**src/rtl/core/minmax_display_decimator_macros.svh**
```systemverilog
// ----------------------------------------------------------------------------
// Assertion macros for the min/max display decimator
// Clocked property checks used by mmdd_core, the RTL file that carries assertions.
// ----------------------------------------------------------------------------
`ifndef MINMAX_DISPLAY_DECIMATOR_MACROS_SVH
`define MINMAX_DISPLAY_DECIMATOR_MACROS_SVH

// check on every clock edge outside reset
`define MMDD_ASSERT(lbl, prop, msg) \
  lbl: assert property (@(posedge clk_i) disable iff (!rst_ni) prop) else $error(msg);

// check on every clock edge, reset included
`define MMDD_ASSERT_ALWAYS(lbl, prop, msg) \
  lbl: assert property (@(posedge clk_i) prop) else $error(msg);

`endif

```
**src/rtl/core/mmdd_pkg.sv**
```systemverilog
// ----------------------------------------------------------------------------
// mmdd_pkg
// Widths, register codes and payload types of the min/max display decimator.
// ----------------------------------------------------------------------------
package mmdd_pkg;

  localparam int unsigned POS_BITS      = 32;
  localparam int unsigned SAMPLE_BITS   = 16;
  localparam int unsigned WIDTH_BITS    = 13;
  localparam int unsigned SPAN_BITS     = 32;
  localparam int unsigned CFG_IDX_BITS  = 1;
  localparam int unsigned CFG_DATA_BITS = 32;

  localparam int unsigned PROD_BITS = POS_BITS + WIDTH_BITS;
  localparam int unsigned CMP_BITS  = (PROD_BITS > SPAN_BITS) ? PROD_BITS : SPAN_BITS;

  localparam logic [CFG_IDX_BITS-1:0] CFG_VIEW_WIDTH = 1'b0;
  localparam logic [CFG_IDX_BITS-1:0] CFG_VIEW_SPAN  = 1'b1;

  localparam logic [WIDTH_BITS-1:0] VIEW_WIDTH_RST = WIDTH_BITS'(1024);
  localparam logic [SPAN_BITS-1:0]  VIEW_SPAN_RST  = SPAN_BITS'(1024);

  typedef struct packed {
    logic [WIDTH_BITS-1:0] view_width_px;
    logic [SPAN_BITS-1:0]  view_span;
  } cfg_t;

  typedef struct packed {
    logic                          frame_start;
    logic [POS_BITS-1:0]           x_pos;
    logic signed [SAMPLE_BITS-1:0] sample;
  } item_t;

  typedef struct packed {
    logic [POS_BITS-1:0]           point_x;
    logic signed [SAMPLE_BITS-1:0] y_max;
    logic signed [SAMPLE_BITS-1:0] y_min;
  } result_t;

endpackage

```
**src/rtl/core/mmdd_cfg_regs.sv**
```systemverilog
// ----------------------------------------------------------------------------
// mmdd_cfg_regs
// View width and span registers, written through the configuration channel.
// ----------------------------------------------------------------------------
module mmdd_cfg_regs (
  input  logic                                 clk_i,
  input  logic                                 rst_ni,
  input  logic                                 cfg_valid_i,
  output logic                                 cfg_ready_o,
  input  logic [mmdd_pkg::CFG_IDX_BITS-1:0]    cfg_index_i,
  input  logic [mmdd_pkg::CFG_DATA_BITS-1:0]   cfg_data_i,
  output mmdd_pkg::cfg_t                       cfg_o
);

  logic [mmdd_pkg::WIDTH_BITS-1:0] width_q;
  logic [mmdd_pkg::SPAN_BITS-1:0]  span_q;

  assign cfg_ready_o = 1'b1;

  always_ff @(posedge clk_i or negedge rst_ni) begin
    if (!rst_ni) begin
      width_q <= mmdd_pkg::VIEW_WIDTH_RST;
      span_q  <= mmdd_pkg::VIEW_SPAN_RST;
    end else if (cfg_valid_i) begin
      unique case (cfg_index_i)
        mmdd_pkg::CFG_VIEW_WIDTH: width_q <= cfg_data_i[mmdd_pkg::WIDTH_BITS-1:0];
        mmdd_pkg::CFG_VIEW_SPAN:  span_q  <= cfg_data_i[mmdd_pkg::SPAN_BITS-1:0];
        default:                  span_q  <= span_q;
      endcase
    end
  end

  assign cfg_o.view_width_px = width_q;
  assign cfg_o.view_span     = span_q;

endmodule

```
**src/rtl/core/mmdd_in_reg.sv**
```systemverilog
// ----------------------------------------------------------------------------
// mmdd_in_reg
// Input register: holds one sample request until the core takes it.
// ----------------------------------------------------------------------------
module mmdd_in_reg (
  input  logic                clk_i,
  input  logic                rst_ni,
  input  logic                in_valid_i,
  output logic                in_ready_o,
  input  mmdd_pkg::item_t     item_i,
  output logic                valid_o,
  output mmdd_pkg::item_t     item_o,
  input  logic                pop_i
);

  logic            valid_q, valid_d;
  mmdd_pkg::item_t item_q;
  logic            load;

  assign in_ready_o = !valid_q || pop_i;
  assign load       = in_valid_i && in_ready_o;
  assign valid_d    = load || (valid_q && !pop_i);

  always_ff @(posedge clk_i or negedge rst_ni) begin
    if (!rst_ni) begin
      valid_q <= 1'b0;
    end else begin
      valid_q <= valid_d;
    end
  end

  always_ff @(posedge clk_i) begin
    if (load) begin
      item_q <= item_i;
    end
  end

  assign valid_o = valid_q;
  assign item_o  = item_q;

endmodule

```
**src/rtl/core/mmdd_core.sv**
```systemverilog
// ----------------------------------------------------------------------------
// mmdd_core
// Pixel distance test, min/max group tracking and result register.
// ----------------------------------------------------------------------------
`include "minmax_display_decimator_macros.svh"

module mmdd_core (
  input  logic                clk_i,
  input  logic                rst_ni,
  input  mmdd_pkg::cfg_t      cfg_i,
  input  logic                valid_i,
  input  mmdd_pkg::item_t     item_i,
  output logic                pop_o,
  output logic                out_valid_o,
  input  logic                out_ready_i,
  output mmdd_pkg::result_t   result_o
);

  logic                                    have_prev_q, have_prev_d;
  logic                                    group_open_q, group_open_d;
  logic [mmdd_pkg::POS_BITS-1:0]           prev_x_q;
  logic signed [mmdd_pkg::SAMPLE_BITS-1:0] prev_y_q;
  logic [mmdd_pkg::POS_BITS-1:0]           group_x_q, group_x_d;
  logic signed [mmdd_pkg::SAMPLE_BITS-1:0] group_max_q, group_max_d;
  logic signed [mmdd_pkg::SAMPLE_BITS-1:0] group_min_q, group_min_d;
  logic                                    out_valid_q, out_valid_d;
  mmdd_pkg::result_t                       result_q, result_d;

  logic                                    adv, hp, go, wide, emit, ge;
  logic [mmdd_pkg::POS_BITS-1:0]           dx;
  logic [mmdd_pkg::CMP_BITS-1:0]           prod;
  logic signed [mmdd_pkg::SAMPLE_BITS-1:0] y;

  assign adv = valid_i && (!out_valid_q || out_ready_i);
  assign y   = item_i.sample;
  assign hp  = have_prev_q && !item_i.frame_start;
  assign go  = group_open_q && !item_i.frame_start;
  assign ge  = item_i.x_pos >= prev_x_q;
  assign dx  = item_i.x_pos - prev_x_q;

  assign prod = mmdd_pkg::CMP_BITS'(dx) * mmdd_pkg::CMP_BITS'(cfg_i.view_width_px);
  assign wide = hp && ge && (prod > mmdd_pkg::CMP_BITS'(cfg_i.view_span));
  assign emit = adv && wide;

  always_comb begin
    have_prev_d  = have_prev_q;
    group_open_d = group_open_q;
    group_x_d    = group_x_q;
    group_max_d  = group_max_q;
    group_min_d  = group_min_q;
    result_d     = result_q;
    out_valid_d  = out_valid_q && !out_ready_i;
    if (adv) begin
      have_prev_d  = 1'b1;
      group_open_d = go;
      if (wide) begin
        group_open_d = 1'b0;
        out_valid_d  = 1'b1;
        if (go) begin
          result_d.point_x = group_x_q;
          result_d.y_max   = group_max_q;
          result_d.y_min   = group_min_q;
        end else begin
          result_d.point_x = prev_x_q;
          result_d.y_max   = prev_y_q;
          result_d.y_min   = prev_y_q;
        end
      end else if (hp && !go) begin
        group_open_d = 1'b1;
        group_x_d    = prev_x_q;
        group_max_d  = (prev_y_q > y) ? prev_y_q : y;
        group_min_d  = (prev_y_q > y) ? y : prev_y_q;
      end else if (hp) begin
        if (y > group_max_q) begin
          group_max_d = y;
        end
        if (y < group_min_q) begin
          group_min_d = y;
        end
      end
    end
  end

  always_ff @(posedge clk_i or negedge rst_ni) begin
    if (!rst_ni) begin
      have_prev_q  <= 1'b0;
      group_open_q <= 1'b0;
      out_valid_q  <= 1'b0;
    end else begin
      have_prev_q  <= have_prev_d;
      group_open_q <= group_open_d;
      out_valid_q  <= out_valid_d;
    end
  end

  always_ff @(posedge clk_i) begin
    if (adv) begin
      prev_x_q <= item_i.x_pos;
      prev_y_q <= y;
    end
    group_x_q   <= group_x_d;
    group_max_q <= group_max_d;
    group_min_q <= group_min_d;
    result_q    <= result_d;
  end

  assign pop_o       = adv;
  assign out_valid_o = out_valid_q;
  assign result_o    = result_q;

  `MMDD_ASSERT_ALWAYS(a_group_needs_prev, group_open_q |-> have_prev_q, "group open without previous sample")
  `MMDD_ASSERT(a_group_ordered, group_open_q |-> (group_min_q <= group_max_q), "group min above max")
  `MMDD_ASSERT(a_result_ordered, out_valid_q |-> (result_q.y_min <= result_q.y_max), "result min above max")
  `MMDD_ASSERT(a_frame_clears, (adv && item_i.frame_start) |=> (have_prev_q && !group_open_q), "frame start left a group open")
  `MMDD_ASSERT(a_emit_closes, (emit && go) |=> !group_open_q, "group still open after flush")

endmodule

```
**src/rtl/core/minmax_display_decimator.sv**
```systemverilog
// ----------------------------------------------------------------------------
// minmax_display_decimator
// Min/max peak decimation of a waveform sample stream for display.
// ----------------------------------------------------------------------------
//  channel   handshake                  payload
//  cfg       cfg_valid_i / cfg_ready_o  cfg_index_i, cfg_data_i
//  in        in_valid_i / in_ready_o    frame_start_i, x_pos_i, sample_i
//  out       out_valid_o / out_ready_i  point_x_o, y_max_o, y_min_o
//
//  One sample per cycle without stalls; a result is valid the cycle after its flush sample.
//  The 32x13 pixel-distance multiply and compare against the span set the path.
//  Reset clears the previous sample, the open group and the result valid flag.
//  An output stall holds the core; the input register takes one more request.
// ----------------------------------------------------------------------------
module minmax_display_decimator (
  input  logic                                        clk_i,
  input  logic                                        rst_ni,
  input  logic                                        cfg_valid_i,
  output logic                                        cfg_ready_o,
  input  logic [mmdd_pkg::CFG_IDX_BITS-1:0]           cfg_index_i,
  input  logic [mmdd_pkg::CFG_DATA_BITS-1:0]          cfg_data_i,
  input  logic                                        in_valid_i,
  output logic                                        in_ready_o,
  input  logic                                        frame_start_i,
  input  logic [mmdd_pkg::POS_BITS-1:0]               x_pos_i,
  input  logic signed [mmdd_pkg::SAMPLE_BITS-1:0]     sample_i,
  output logic                                        out_valid_o,
  input  logic                                        out_ready_i,
  output logic [mmdd_pkg::POS_BITS-1:0]               point_x_o,
  output logic signed [mmdd_pkg::SAMPLE_BITS-1:0]     y_max_o,
  output logic signed [mmdd_pkg::SAMPLE_BITS-1:0]     y_min_o
);

  mmdd_pkg::cfg_t    cfg;
  mmdd_pkg::item_t   in_item, core_item;
  mmdd_pkg::result_t result;
  logic              core_valid, pop;

  assign in_item.frame_start = frame_start_i;
  assign in_item.x_pos       = x_pos_i;
  assign in_item.sample      = sample_i;

  mmdd_cfg_regs u_cfg_regs (
    .clk_i       (clk_i),
    .rst_ni      (rst_ni),
    .cfg_valid_i (cfg_valid_i),
    .cfg_ready_o (cfg_ready_o),
    .cfg_index_i (cfg_index_i),
    .cfg_data_i  (cfg_data_i),
    .cfg_o       (cfg)
  );

  mmdd_in_reg u_in_reg (
    .clk_i      (clk_i),
    .rst_ni     (rst_ni),
    .in_valid_i (in_valid_i),
    .in_ready_o (in_ready_o),
    .item_i     (in_item),
    .valid_o    (core_valid),
    .item_o     (core_item),
    .pop_i      (pop)
  );

  mmdd_core u_core (
    .clk_i       (clk_i),
    .rst_ni      (rst_ni),
    .cfg_i       (cfg),
    .valid_i     (core_valid),
    .item_i      (core_item),
    .pop_o       (pop),
    .out_valid_o (out_valid_o),
    .out_ready_i (out_ready_i),
    .result_o    (result)
  );

  assign point_x_o = result.point_x;
  assign y_max_o   = result.y_max;
  assign y_min_o   = result.y_min;

endmodule

```
**config.mk**
```make
export PLATFORM = sky130hd
export DESIGN_NAME = minmax_display_decimator
export DESIGN_NICKNAME = d
export VERILOG_FILES = /design/src/rtl/core/mmdd_pkg.sv /design/src/rtl/core/mmdd_cfg_regs.sv /design/src/rtl/core/mmdd_in_reg.sv /design/src/rtl/core/mmdd_core.sv /design/src/rtl/core/minmax_display_decimator.sv
export VERILOG_INCLUDE_DIRS = /design/src /design/src/rtl/core
export SDC_FILE = /design/constraint.sdc
export NUM_CORES = 1
export LEC_CHECK = 0
export BUFFER_PORTS_ARGS = -buffer_cell sky130_fd_sc_hd__buf_2
export CORE_ASPECT_RATIO = 0.5
export CORE_MARGIN = 3
export CORE_UTILIZATION = 30
export CTS_BUF_LIST = sky130_fd_sc_hd__clkbuf_8
export CTS_CLUSTER_DIAMETER = 150
export DETAILED_ROUTE_END_ITERATION = 10
export GPL_TIMING_DRIVEN = 1
export PLACE_DENSITY_LB_ADDON = 0.1
export SYNTH_ARGS = -nofsm -noshare
export SYNTH_HDL_FRONTEND = slang
export SYNTH_SLANG_ARGS = --single-unit
```
**constraint.sdc**
```tcl
create_clock -name clk_i -period 18.75 [get_ports clk_i]
set_clock_uncertainty 0.15 [all_clocks]
set_input_delay 0.9375 -clock clk_i [delete_from_list [all_inputs] [get_ports clk_i]]
set_output_delay 0.9375 -clock clk_i [all_outputs]
set_load 0.01 [all_outputs]
```
After elaboration in Yosys (flattened, before gate mapping)

Cells that the tools add are included.

Bits in registers: 274
Output and inout port bits: 67

Add/sub/neg operators: 1
Multipliers: 1
$lt $le $gt $ge: 5
Muxes and demuxes: 13
Bitwise logic cells: 2
Reduce and logical (&&, ||, !) cells: 27

Operator list:

| cell                                                       | count |
|---|---|
| 16-bit two-way mux                                         | 8 |
| 64-bit two-way mux                                         | 1 |
| 45-bit by 32-bit greater-than comparator with 1-bit output | 1 |
| 32-bit by 13-bit multiplier with 45-bit output             | 1 |
| 32-bit greater-or-equal comparator                         | 1 |
| 16-bit greater-than comparator                             | 2 |
| 32-bit subtractor                                          | 1 |
| 16-bit less-than comparator                                | 1 |
| 1-bit logical AND                                          | 9 |
| 4-bit AND reduction                                        | 2 |
| 1-bit zero test                                            | 6 |
| 2-bit AND reduction                                        | 3 |
| 2-bit nonzero test                                         | 3 |
| 1-bit two-way mux                                          | 4 |
| 1-bit logical OR                                           | 3 |
| 3-bit AND reduction                                        | 1 |
| 1-bit NOT                                                  | 2 |

Depth between registers and ports, before layout

Depth after elaboration: 6
Depth in mapped cells: 42

By module

A second synthesis with hierarchy kept.

Cells, all modules: 2,674
Area, all modules: 26,835.7 µm²

By module, submodules not included:

| module        | instances | cells an instance | area an instance (µm²) | seq. area each (µm²) |
|---|---|---|---|---|
| mmdd_core     | 1         | 2,523             | 23,621.4               | 5,360.1 |
| mmdd_cfg_regs | 1         | 98                | 1,689.1                | 1,128.6 |
| mmdd_in_reg   | 1         | 53                | 1,525.2                | 1,496.4 |

Worst setup path before layout

No wires, ideal clock.

Kind: register to register
Start: register u_in_reg.item_q (netlist bit u_in_reg.item_o[25])
End: register u_core.result_q (netlist bit u_core.result_o[0]) (enable)
Library setup time: 0.578 ns
Arrival: 13.107 ns
Setup slack: 4.915 ns
Cell stages (with the launch flop): 39
Buffers on the path: 1
Cells stage by stage: edfxtp_1 > ha_1 > a21oi_1 > o21bai_1 > a21o_1 > a21o_1 > a211o_1 > a2111o_1 > a31o_1 > a211oi_1 > nor2_1 > buf_2 > and2_1 > fa_1 > inv_1 > fa_1 > inv_1 > fa_1 > [... 3 more ...] > inv_1 > ha_1 > nand4_1 > or3_1 > o211ai_1 > and2_1 > a31oi_1 > xnor2_1 > ha_1 > nand4_1 > nor4_1 > nand3_1 > o21ai_0 > a21oi_1 > o211ai_1 > nor4_1 > a21oi_2 > nor3b_1

Longest elaborated chain between the ends: 5
Elaborated cells on any way between the ends: 7

Ends and longest elaborated chain:

| item                                                       | line              | RTL |
|---|---|---|
| start, declared                                            | mmdd_in_reg.sv:17 | `mmdd_pkg::item_t item_q;` |
| start signal, assigned                                     | mmdd_in_reg.sv:34 | `item_q <= item_i;` |
| 32-bit subtractor                                          | mmdd_core.sv:39   | `assign dx = item_i.x_pos - prev_x_q;` |
| 32-bit by 13-bit multiplier with 45-bit output             | mmdd_core.sv:41   | `assign prod = mmdd_pkg::CMP_BITS'(dx) * mmdd_pkg::CMP_BITS'(cfg_i.view_width_px);` |
| 45-bit by 32-bit greater-than comparator with 1-bit output | mmdd_core.sv:42   | `assign wide = hp && ge && (prod > mmdd_pkg::CMP_BITS'(cfg_i.view_span));` |
| 1-bit logical AND (*)                                      | mmdd_core.sv:42   |  |
| 2-bit AND reduction (no line) (*)                          | --                |  |
| end signal, assigned                                       | mmdd_core.sv:104  | `result_q <= result_d;` |
| end, declared                                              | mmdd_core.sv:27   | `mmdd_pkg::result_t result_q, result_d;` |

Mark *: on every way between the ends. The rest lies on a longest branch, timed or not.
A chain may end at the register's enable or synchronous reset.

Worst setup path in the final report

Start: register u_core.prev_x_q[0] (netlist bit)
End: register u_core.result_q (netlist bit u_core.result_o[53]) (enable)

Longest elaborated chain between the ends: 5
Elaborated cells on any way between the ends: 7

Ends and longest elaborated chain:

| item                                                       | line            | RTL |
|---|---|---|
| start, declared                                            | mmdd_core.sv:21 | `logic [mmdd_pkg::POS_BITS-1:0] prev_x_q;` |
| start signal, assigned                                     | mmdd_core.sv:98 | `prev_x_q <= item_i.x_pos;` |
| 32-bit subtractor                                          | mmdd_core.sv:39 |  |
| 32-bit by 13-bit multiplier with 45-bit output             | mmdd_core.sv:41 |  |
| 45-bit by 32-bit greater-than comparator with 1-bit output | mmdd_core.sv:42 |  |
| 1-bit logical AND (*)                                      | mmdd_core.sv:42 |  |
| 2-bit AND reduction (no line) (*)                          | --              |  |

Marked as above.

==> metrics list <==
- The run finished with clean final reports.
* Die span in y: 222 um
- The worst register-to-register path has a depth of 41.
- The via count of the first global-routing pass came to 21200.
- Once detailed placement completed, the half-perimeter wirelength came to 61200 um.
* Library cell appearing most often on the critical path: fa_1
* Reg-to-reg critical path startpoint: u_core.prev_x_q[0]
- Hold repair after CTS inserted 0 buffers.
* Pre-CTS setup slack: 7060 ps
- CP Data Arrival Time: 11850 ps
- edfxtp_1 takes more of the synthesized area than any other cell.
* Classification of the worst-slack hold path: flip-flop to flip-flop
- Final slew viol count: 0
- Count of buffer and inverter cells on the critical path: 7
- Worst flop-to-flop path endpoint: u_core.result_o[53]
* Number of endpoints failing setup at the final stage: 0
- Async SR Flop Fraction: 0.179
- The worst pin sits at a relative slew slack of 0.233.
* Library cells used by synthesis: 91
* GR peak layer: met2
- Post-route fraction of the period consumed by the critical path: 0.627
- Antenna violations before repair: 9
- First-pass iteration count of the detailed router: 5
- The share of synthesized area in the top cell type comes to 0.242.
- Required time at the endpoint of the critical path: 18840 ps
* Worst-margin pin slew: 1150 ps
- The clock tree synthesis step divided the H-tree into 2 levels.
- Top Ports: 154
- After clock tree synthesis, the setup repair step added 0 buffers.
- The worst setup path is launched from a flip-flop.
- Site Rows: 78
- Cell family with the largest share of critical-path delay: adder cells
* Start point of the worst hold path: u_core.prev_x_q[24]
- The number of clock buffers added by TritonCTS is 45.
- Layout cell share with drive strength beyond 1: 0.119
- Setup repair after global routing missed its margin: no
- In the global route stage, met3 resource usage came out at 0.0316.
- The synthesized design contains 274 register bits.
* Fmax: 0.0851 GHz
- For this configuration, the core starts out at a cell density of 0.305.
- After detailed routing, the number of remaining DRC violations is 0.
* Met1 Use GR: 0.237
* Slowest library cell on the worst path: o221ai_2
- Worst Setup Slack, final: 6990 ps
- Sink of the worst hold path: u_core.group_x_q[24]
* Clock slew at the register clock pins of the worst setup and hold paths: 80 ps
- Across all register-to-register paths, the minimum setup slack is 6990 ps.
* Top cells by area, synth: edfxtp_1 24%, fa_1 24%, ha_1 9.0%, inv_1 7.4%, nand2_1 4.8%
- Clk Latency, worst-skew pair: 650 ps
- Adding up every negative setup slack in the final design gives 0 ps.
- Category of the critical setup timing path: flip-flop to flip-flop
- The count of nets left with antenna violations once routing finished came out at 0.
- The clock passes through at most 3 buffers.
- From synthesis to final layout, the design area changed by 11.4%.
* Peak fanout along the critical path: 41
- DRC marker count from the first detailed-route iteration: 1155
* Worst Hold Depth: 0
* Resize count post-CTS: 0
- STA classifies the critical path endpoint as a flip-flop.
- Root buf cell: clkbuf_8
- After layout, the minimum clock period comes to 11760 ps.
* GRT met2 Usage: 0.271
- Predominant post-synthesis flop cell: edfxtp_1
- Number of enable-type register cells in the synthesized netlist: 225
- The tool flagged a number of max-cap violations equal to 0.
- Number of nets in the layout: 3577
- The count of buffers added on input and output ports is 152.
- The cell area that synthesis handed to floorplanning was 27900 um^2.
- Syn Nets: 3482
* Floorplan Core Area: 91400 um^2
* Via count normalized by instance count: 4.74
* Die X: 437 um
- Largest net degree at the start of global routing: 50
* DR vias: 20100
- Wire length of the first global-routing pass: 127000 um
- During synthesis, Yosys emitted a total of 0 warnings.
- Final Hold Vio Count: 0
- For this run, the total global-route usage over all layers was measured as 0.168.
- Instance count of the mapped netlist: 2863
* Worst stage delay on the critical path: 900 ps
- Average cell area after synthesis: 9.75 um^2
- Full die area: 97000 um^2
- Clock tree from TritonCTS: done
- WL per Instance: 19.2 um
- The share of the Yosys chip area taken by registers is 0.286.
- The final layout contains routed wiring with a total length of 81400 um.
- Overflow left after global routing: 0
- Weighted congestion reported at the end of routability-driven placement: 0.803
* # clock sinks: 274
==> metal layers <==
layer	part of all wire	vias up	wire length, um
li1	-	9550	-
met1	0.47	10000	38600
met2	0.46	403	37300
met3	0.051	96	4140
met4	0.017	8	1400
met5	0.00059	-	48
==> state kept, by name (all words and copies together), names as in the netlist <==
name and flops:
u_cfg_regs.width_q 13, u_cfg_regs.span_q 32, u_core.group_open_q 1, u_core.out_valid_o 1, u_core.prev_x_q 32, u_in_reg.valid_o 1
u_core.result_o 64, u_in_reg.item_o 49, u_core.group_x_q 32, u_core.group_min_q 16, u_core.group_max_q 16, u_core.have_prev_q 1
u_core.prev_y_q 16
==> cell usage in the layout (no fill, tap or decap), types with 14 or more instances in the layout <==
| master | count |
|---|---|
| inv_1 | 557 |
| nand2_1 | 356 |
| fa_1 | 331 |
| edfxtp_1 | 225 |
| ha_1 | 201 |
| and2_1 | 155 |
| buf_2 | 152 |
| o21ai_0 | 99 |
| a21oi_1 | 92 |
| nand3_1 | 55 |
| clkbuf_8 | 47 |
| a21o_1 | 45 |
| mux2_2 | 45 |
| nor2_1 | 44 |
| buf_4 | 40 |
| dfrtp_1 | 40 |
| nand2b_1 | 36 |
| nor2b_1 | 33 |
| o21a_1 | 30 |
| nand4_1 | 26 |
| mux2i_1 | 23 |
| and3_1 | 22 |
| xnor2_1 | 22 |
| nor3_1 | 18 |
| o221ai_1 | 18 |
| xor2_1 | 17 |
| o21ai_1 | 16 |
| o22ai_1 | 16 |
| a32oi_1 | 16 |
| a31oi_1 | 15 |
| o211ai_1 | 14 |
==> worst max path at each step <==
stage / from / endpoint / slack (ps) / cells past startpoint
floorplan: u_in_reg.item_o[25] / u_core.result_o[0] / 4910 / 38
global placement: u_core.prev_x_q[0] / u_core.result_o[54] / 7160 / 41
detailed placement: u_core.prev_x_q[0] / u_core.result_o[27] / 7060 / 41
CTS: u_core.prev_x_q[0] / u_core.result_o[39] / 7000 / 41
global route: u_core.prev_x_q[0] / u_core.result_o[57] / 6260 / 41
finish: u_core.prev_x_q[0] / u_core.result_o[53] / 6990 / 41
==> per-stage QoR <==
| stage | utilization | hold WS (ps) | std cells | cell area [um^2] |
|---|---|---|---|---|
| after global routing | 0.340 | 235 | 4236 | 31100 |
| after CTS | 0.340 | 229 | 4235 | 31100 |
| after floorplan | - | 276 | 2863 | 27900 |
| after detailed placement | 0.330 | 282 | 4151 | 30100 |
| final | 0.340 | 288 | 4237 | 31100 |
| after global placement | 0.330 | 277 | 4151 | 30100 |
==> area by class of cell <==
class                      count  area, um^2
antenna                        2        5.00
clock inverter                37         304
inverter                     549        2060
clock buffer                  47         647
multi-input combinational   1896       17500
sequential                   274        7990
timing repair buffer         192        1060
tap                         1240        1550
fill                        9503       60300
==> cell families (layout without fill, tap and decap cells) <==
logic type,Yosys count,after routing,synth area share
simple gates,788,788,0.139
xor+xnor,53,53,0.0166
buf+inv,693,825,0.0946
other cells,1,3,0.000134
flops,274,274,0.286
compound gates,453,453,0.109
fa+ha+maj,532,532,0.327
mux,69,69,0.0269
==> cells in the mapped netlist, types with 4 or more instances <==
library cell / count
inv_1: 547
nand2_1: 356
fa_1: 331
edfxtp_1: 225
ha_1: 201
and2_1: 156
clkbuf_1: 122
o21ai_0: 99
a21oi_1: 93
nand3_1: 55
dfrtp_1: 47
a21o_1: 45
mux2_2: 45
nor2_1: 45
nand2b_1: 36
nor2b_1: 34
xnor2_1: 31
o21a_1: 30
nand4_1: 26
mux2i_1: 23
and3_1: 22
xor2_1: 22
o221ai_1: 19
nor3_1: 18
o21ai_1: 17
a32oi_1: 16
o22ai_1: 16
a31oi_1: 15
o211ai_1: 14
buf_2: 12
nor4_1: 10
a211oi_1: 9
a311oi_1: 8
o21bai_1: 8
buf_1: 7
and4_1: 6
o2111ai_1: 6
or3_1: 6
a2111oi_0: 5
a211o_1: 4
a221oi_1: 4
o311ai_1: 4
o31ai_1: 4
Power is left out: the tool's default activity adds up to more than one toggle a clock period on the data nets, which glitch-free logic cannot reach.
